`config.mk`:
```
export PLATFORM = sky130hd
export DESIGN_NAME = rrb_front
export DESIGN_NICKNAME = d
export VERILOG_FILES = /design/src/hdl/rrb_pkg.sv /design/src/hdl/rrb_front.sv
export SDC_FILE = /design/constraint.sdc
export NUM_CORES = 1
export LEC_CHECK = 0
export CAP_MARGIN = 20
export CORE_MARGIN = 3
export CORE_UTILIZATION = 66
export CTS_BUF_LIST = sky130_fd_sc_hd__clkbuf_4 sky130_fd_sc_hd__clkbuf_8
export DETAILED_ROUTE_END_ITERATION = 8
export DONT_BUFFER_PORTS = 1
export PLACE_DENSITY = 0.82
export SLEW_MARGIN = 10
export SYNTH_ARGS = -nofsm -noshare
export SYNTH_HDL_FRONTEND = slang
export SYNTH_SLANG_ARGS = --single-unit
```
`constraint.sdc`:
```
create_clock -name clock -period 5.55 [get_ports clock]
set_input_delay 0.555 -clock clock [delete_from_list [all_inputs] [get_ports clock]]
set_output_delay 0.555 -clock clock [all_outputs]
set_load 0.01 [all_outputs]
```
`src/hdl/rrb_pkg.sv`:
```
// ----------------------------------------------------------------------------
// rrb_pkg
// Shared types and constants for the replay ring buffer.
// ----------------------------------------------------------------------------
package rrb_pkg;

   localparam int DATA_WIDTH    = 64;
   localparam int RANDOM_WIDTH  = 31;
   localparam int FILL_WIDTH    = 10;
   localparam int PURGE_DIVISOR = 5;

   typedef enum logic [0:0] {
      OP_ADD    = 1'b0,
      OP_SAMPLE = 1'b1
   } rrb_op_type;

   typedef struct packed {
      rrb_op_type              op;
      logic [DATA_WIDTH-1:0]   data;
      logic [RANDOM_WIDTH-1:0] rnd;
      logic                    last;
   } rrb_item_type;

   typedef struct packed {
      logic         valid;
      rrb_item_type item;
   } rrb_queue_type;

   typedef enum logic [1:0] {
      ST_IDLE,
      ST_DIV,
      ST_READ,
      ST_RESP
   } rrb_state_type;

endpackage

```
`src/hdl/rrb_front.sv`:
```
// ----------------------------------------------------------------------------
// rrb_front
// Accepts request words, decodes the operation and queues them (2 deep).
// ----------------------------------------------------------------------------
module rrb_front (
   input  logic                         clock,
   input  logic                         reset,
   input  logic                         req_valid,
   output logic                         req_ready,
   input  logic                         req_kind,
   input  logic [rrb_pkg::DATA_WIDTH-1:0]   req_entry_data,
   input  logic [rrb_pkg::RANDOM_WIDTH-1:0] req_random_value,
   input  logic                         req_batch_last,
   output rrb_pkg::rrb_queue_type       queue_out,
   input  logic                         queue_pop
);
   import rrb_pkg::*;

   rrb_item_type entry_ff [2];
   logic         wr_ptr_ff, wr_ptr_in;
   logic         rd_ptr_ff, rd_ptr_in;
   logic [1:0]   fill_ff, fill_in;
   logic         push;
   logic         pop;
   rrb_item_type item_dec;

   always_comb begin
      unique case (req_kind)
         1'b0:    item_dec.op = OP_ADD;
         default: item_dec.op = OP_SAMPLE;
      endcase
      item_dec.data = req_entry_data;
      item_dec.rnd  = req_random_value;
      item_dec.last = req_batch_last;
   end

   assign req_ready = (fill_ff != 2'd2);
   assign push      = req_valid && req_ready;
   assign pop       = queue_pop && (fill_ff != 2'd0);

   assign wr_ptr_in = push ? ~wr_ptr_ff : wr_ptr_ff;
   assign rd_ptr_in = pop ? ~rd_ptr_ff : rd_ptr_ff;

   always_comb begin
      fill_in = fill_ff;
      if (push && !pop) begin
         fill_in = fill_ff + 2'd1;
      end else if (pop && !push) begin
         fill_in = fill_ff - 2'd1;
      end
   end

   always_ff @(posedge clock) begin
      if (reset) begin
         wr_ptr_ff <= 1'b0;
         rd_ptr_ff <= 1'b0;
         fill_ff   <= 2'd0;
      end else begin
         wr_ptr_ff <= wr_ptr_in;
         rd_ptr_ff <= rd_ptr_in;
         fill_ff   <= fill_in;
      end
   end

   always_ff @(posedge clock) begin
      if (push) begin
         entry_ff[wr_ptr_ff] <= item_dec;
      end
   end

   assign queue_out.valid = (fill_ff != 2'd0);
   assign queue_out.item  = entry_ff[rd_ptr_ff];

endmodule

```
==> metrics.csv <==
metric,value,unit
Chip Width,111,um
largest area contributor in the netlist,edfxtp_1,
Final Cycle Share,53.1,%
Max clock buf depth,2,
Clock Skew,12.2,ps
largest net degree at the start of global routing,68,
share of post-route cells with drive strength above 1,37.8,%
via density per instance,5.95,
FMAX,339,MHz
largest family of logic cells by synthesized area,multiplexers,
Die ar.,0.0124,sq mm
Syn-to-layout area delta,6.68,%
area share of the largest cell type after synthesis,79.4,%
first-pass GRT wire length,17.7,mm
Synth Area in XOR/XNOR,0.358,%
nets,439,
Mapped Avg Cell Area,22.5,sq um
Ant. Diodes,0,
crit start category,flop,
Skew-Pair Late Insertion Delay,440,ps
fin area,0.00783,sq mm
min Tclk post-route,2950,ps
adder-cell share of the synthesized area,0.170,%
unique cell type count in the Yosys netlist,19,
Post-DP Area,0.00746,sq mm
RSZ-0062 raised after global routing,false,
Inserted Clock Buffers,17,
Syn Inst Count,326,
initial core utilization,69.5,%
"delay-heaviest family, CP",flip-flops,
HPWL after DPL,8.01,mm
Site Rows,37,
Die Ht,111,um
synthesis-stage register bit count,199,
worst path required time,4990,ps
crit path buf inv count,1,
VDD IR-drop max,401,uV
outcome,completed,
"CTS clk-pin slew, worst paths",90,ps
H-tree depth,4,
critical path data arrival time,2390,ps
fin util,74.2,%
Least-Margin Pin Slew,894,ps
io pins,200,
clk sinks,199,
CTS Root Cell,clkbuf_8,
Tot GR Track Use,19.3,%
GRT overflow,0,
max-slew violations,0,
HP Class,in -> reg,
CTS tree,done,
Rel. slew slack,40.4,%
drt first pass iters,4,
post-CTS sizing,0,
area of the multi-input gates,0.00133,sq mm
vias,2888,
Routability Congestion,0.709,
core area,0.0106,sq mm
CTS Hold Bufs,0,
Final Setup Violations,0,
Ys Warns,0,
"slowest stage delay, CP",910,ps
Logic pwr share,19.8,%
Post-Syn Nets,428,
Synth Area in Simple Gates,0.682,%
compound-gate portion of the synthesized area,0.409,%
setup repair bufs after CTS,0,
vias in the first global route,3147,
net switching power,0.946,mW
DRC Markers,0,
register area,0.00593,sq mm
DR WL/cell,24.1,um
switching part of the total,26.7,%
Final ANT Viol Nets,0,
Mapped Area,0.00734,sq mm
"worst slack, placed",3010,ps
pwr dens,452,mW/mm^2
initial DRC count,168,
register area share after synthesis,80.7,%
WL final,11.7,mm
initial antenna violation count,0,
Filler Cell Count,613,
sequential power share,56.3,%
Post-Route Setup TNS,0,ps
Crit Path Category,reg -> out,
Final Hold Vio Count,0,
Leak,2.57,nW
final worst setup slack,2600,ps
clock power share,23.9,%
crit path cell chain,buf_4 -> mux2_2,
Power Total,3.54,mW
internal power,2.59,mW
I/O Buffers,0,
Max-Cap Viols,0,
"top cells by area, synth","edfxtp_1 79%, mux2_2 10%, mux2_4 6.1%, dfxtp_1 1.4%, buf_6 0.77%",
multiplexer share of the synthesized area,16.4,%
Crit-path slowest cell,dfxtp_4,
Worst Setup End Kind,primary output,
Crit Path Max Fanout,67,
[layout make-up]
type / instances / share of cell area, %
flip-flops and latches: 199 / 75.7
multi-input cells: 115 / 17.0
clock buffers: 18 / 3.08
well taps: 136 / 2.17
clock inverters: 13 / 1.68
repair buffers: 3 / 0.288
inverters: 1 / 0.0799
[path summary, 6_finish.rpt]
| kind | startpoint | endpoint | slack [ps] | depth (start not counted) |
|---|---|---|---|---|
| hold / removal | reset | wr_ptr_ff | 170 | 1 |
| setup reg to reg | fill_ff[0] | entry_ff[0][18] | 3130 | 4 |
| hold reg to reg | rd_ptr_ff | flop | 550 | 2 |
| setup / recovery | flop | queue_out[95] | 2600 | 2 |
[registers in the layout, summed over array words and instances, names as in the netlist, named ones only]
register,flops
entry_ff,194
wr_ptr_ff,1
rd_ptr_ff,1
fill_ff,2
[placed cells by master (no fill, tap or decap)]
master and n:
a21bo_2 1, a21oi_1 2, and2_1 1, and3_4 1, buf_4 3, bufinv_16 2, clkbuf_4 1, clkbuf_8 17
clkinv_1 4, clkinv_2 1, clkinv_4 3, clkinvlp_4 1, dfxtp_1 4, dfxtp_4 1, edfxtp_1 194, ha_1 1
inv_4 1, inv_6 2, mux2_2 67, mux2_4 30, nand2b_1 1, nand3b_1 1, nor2_1 3, o21ai_0 2
or2_2 1, or3_1 1, xor2_1 3
[power groups by stage]
| stage | clock [mW] | combinational, mW | sequential (mW) |
|---|---|---|---|
| detailed placement | 0 | 0.714 | 2.03 |
| floorplan | 0 | 0.681 | 1.96 |
| CTS | 0.878 | 0.717 | 2.00 |
| finish | 0.847 | 0.700 | 1.99 |
| global placement | 0 | 0.697 | 2.02 |
| global route | 0.939 | 0.746 | 2.02 |
[synth_stat cells]
cell	number
a21bo_2	1
a21oi_1	2
and2_1	1
and3_1	1
buf_2	6
buf_6	5
dfxtp_1	5
edfxtp_1	194
ha_1	1
inv_1	1
mux2_2	67
mux2_4	30
nand2b_1	1
nand3b_1	1
nor2_1	3
o21ai_0	2
or2_2	1
or3_1	1
xor2_1	3
[metrics by stage]
stage	cells	hold WS [ps]
finish	485	166
floorplan	326	471
detailed placement	454	538
global placement	454	484
CTS	485	128
global route	485	129
[logic make-up (layout without fill, tap and decap cells)]
family	Yosys count	in the layout
xor gates and xnor gates	3	3
buffers and inverters	12	35
and+or+nand+nor	9	9
muxes	97	97
DFF	199	199
adders and majority gates	1	1
AOI/OAI and AO/OA	5	5
[worst reg2reg max path, stage by stage, from the launching register on]
cell      delay (ps)
dfxtp_1          430
nand2b_1         280
nand3b_1         180
inv_4            450
buf_4            700
[metal layers]
layer | global-route usage, % | up-vias | routed length (um) | part of all wire (%)
li1 | - | 1302 | - | -
met1 | 19.7 | 1419 | 3920 | 33
met4 | 7.54 | 0 | 167 | 1.4
met5 | 0 | - | 0 | 0
met3 | 11.1 | 16 | 1500 | 13
met2 | 32.7 | 151 | 6120 | 52
(Power assumes the default switching activity.)
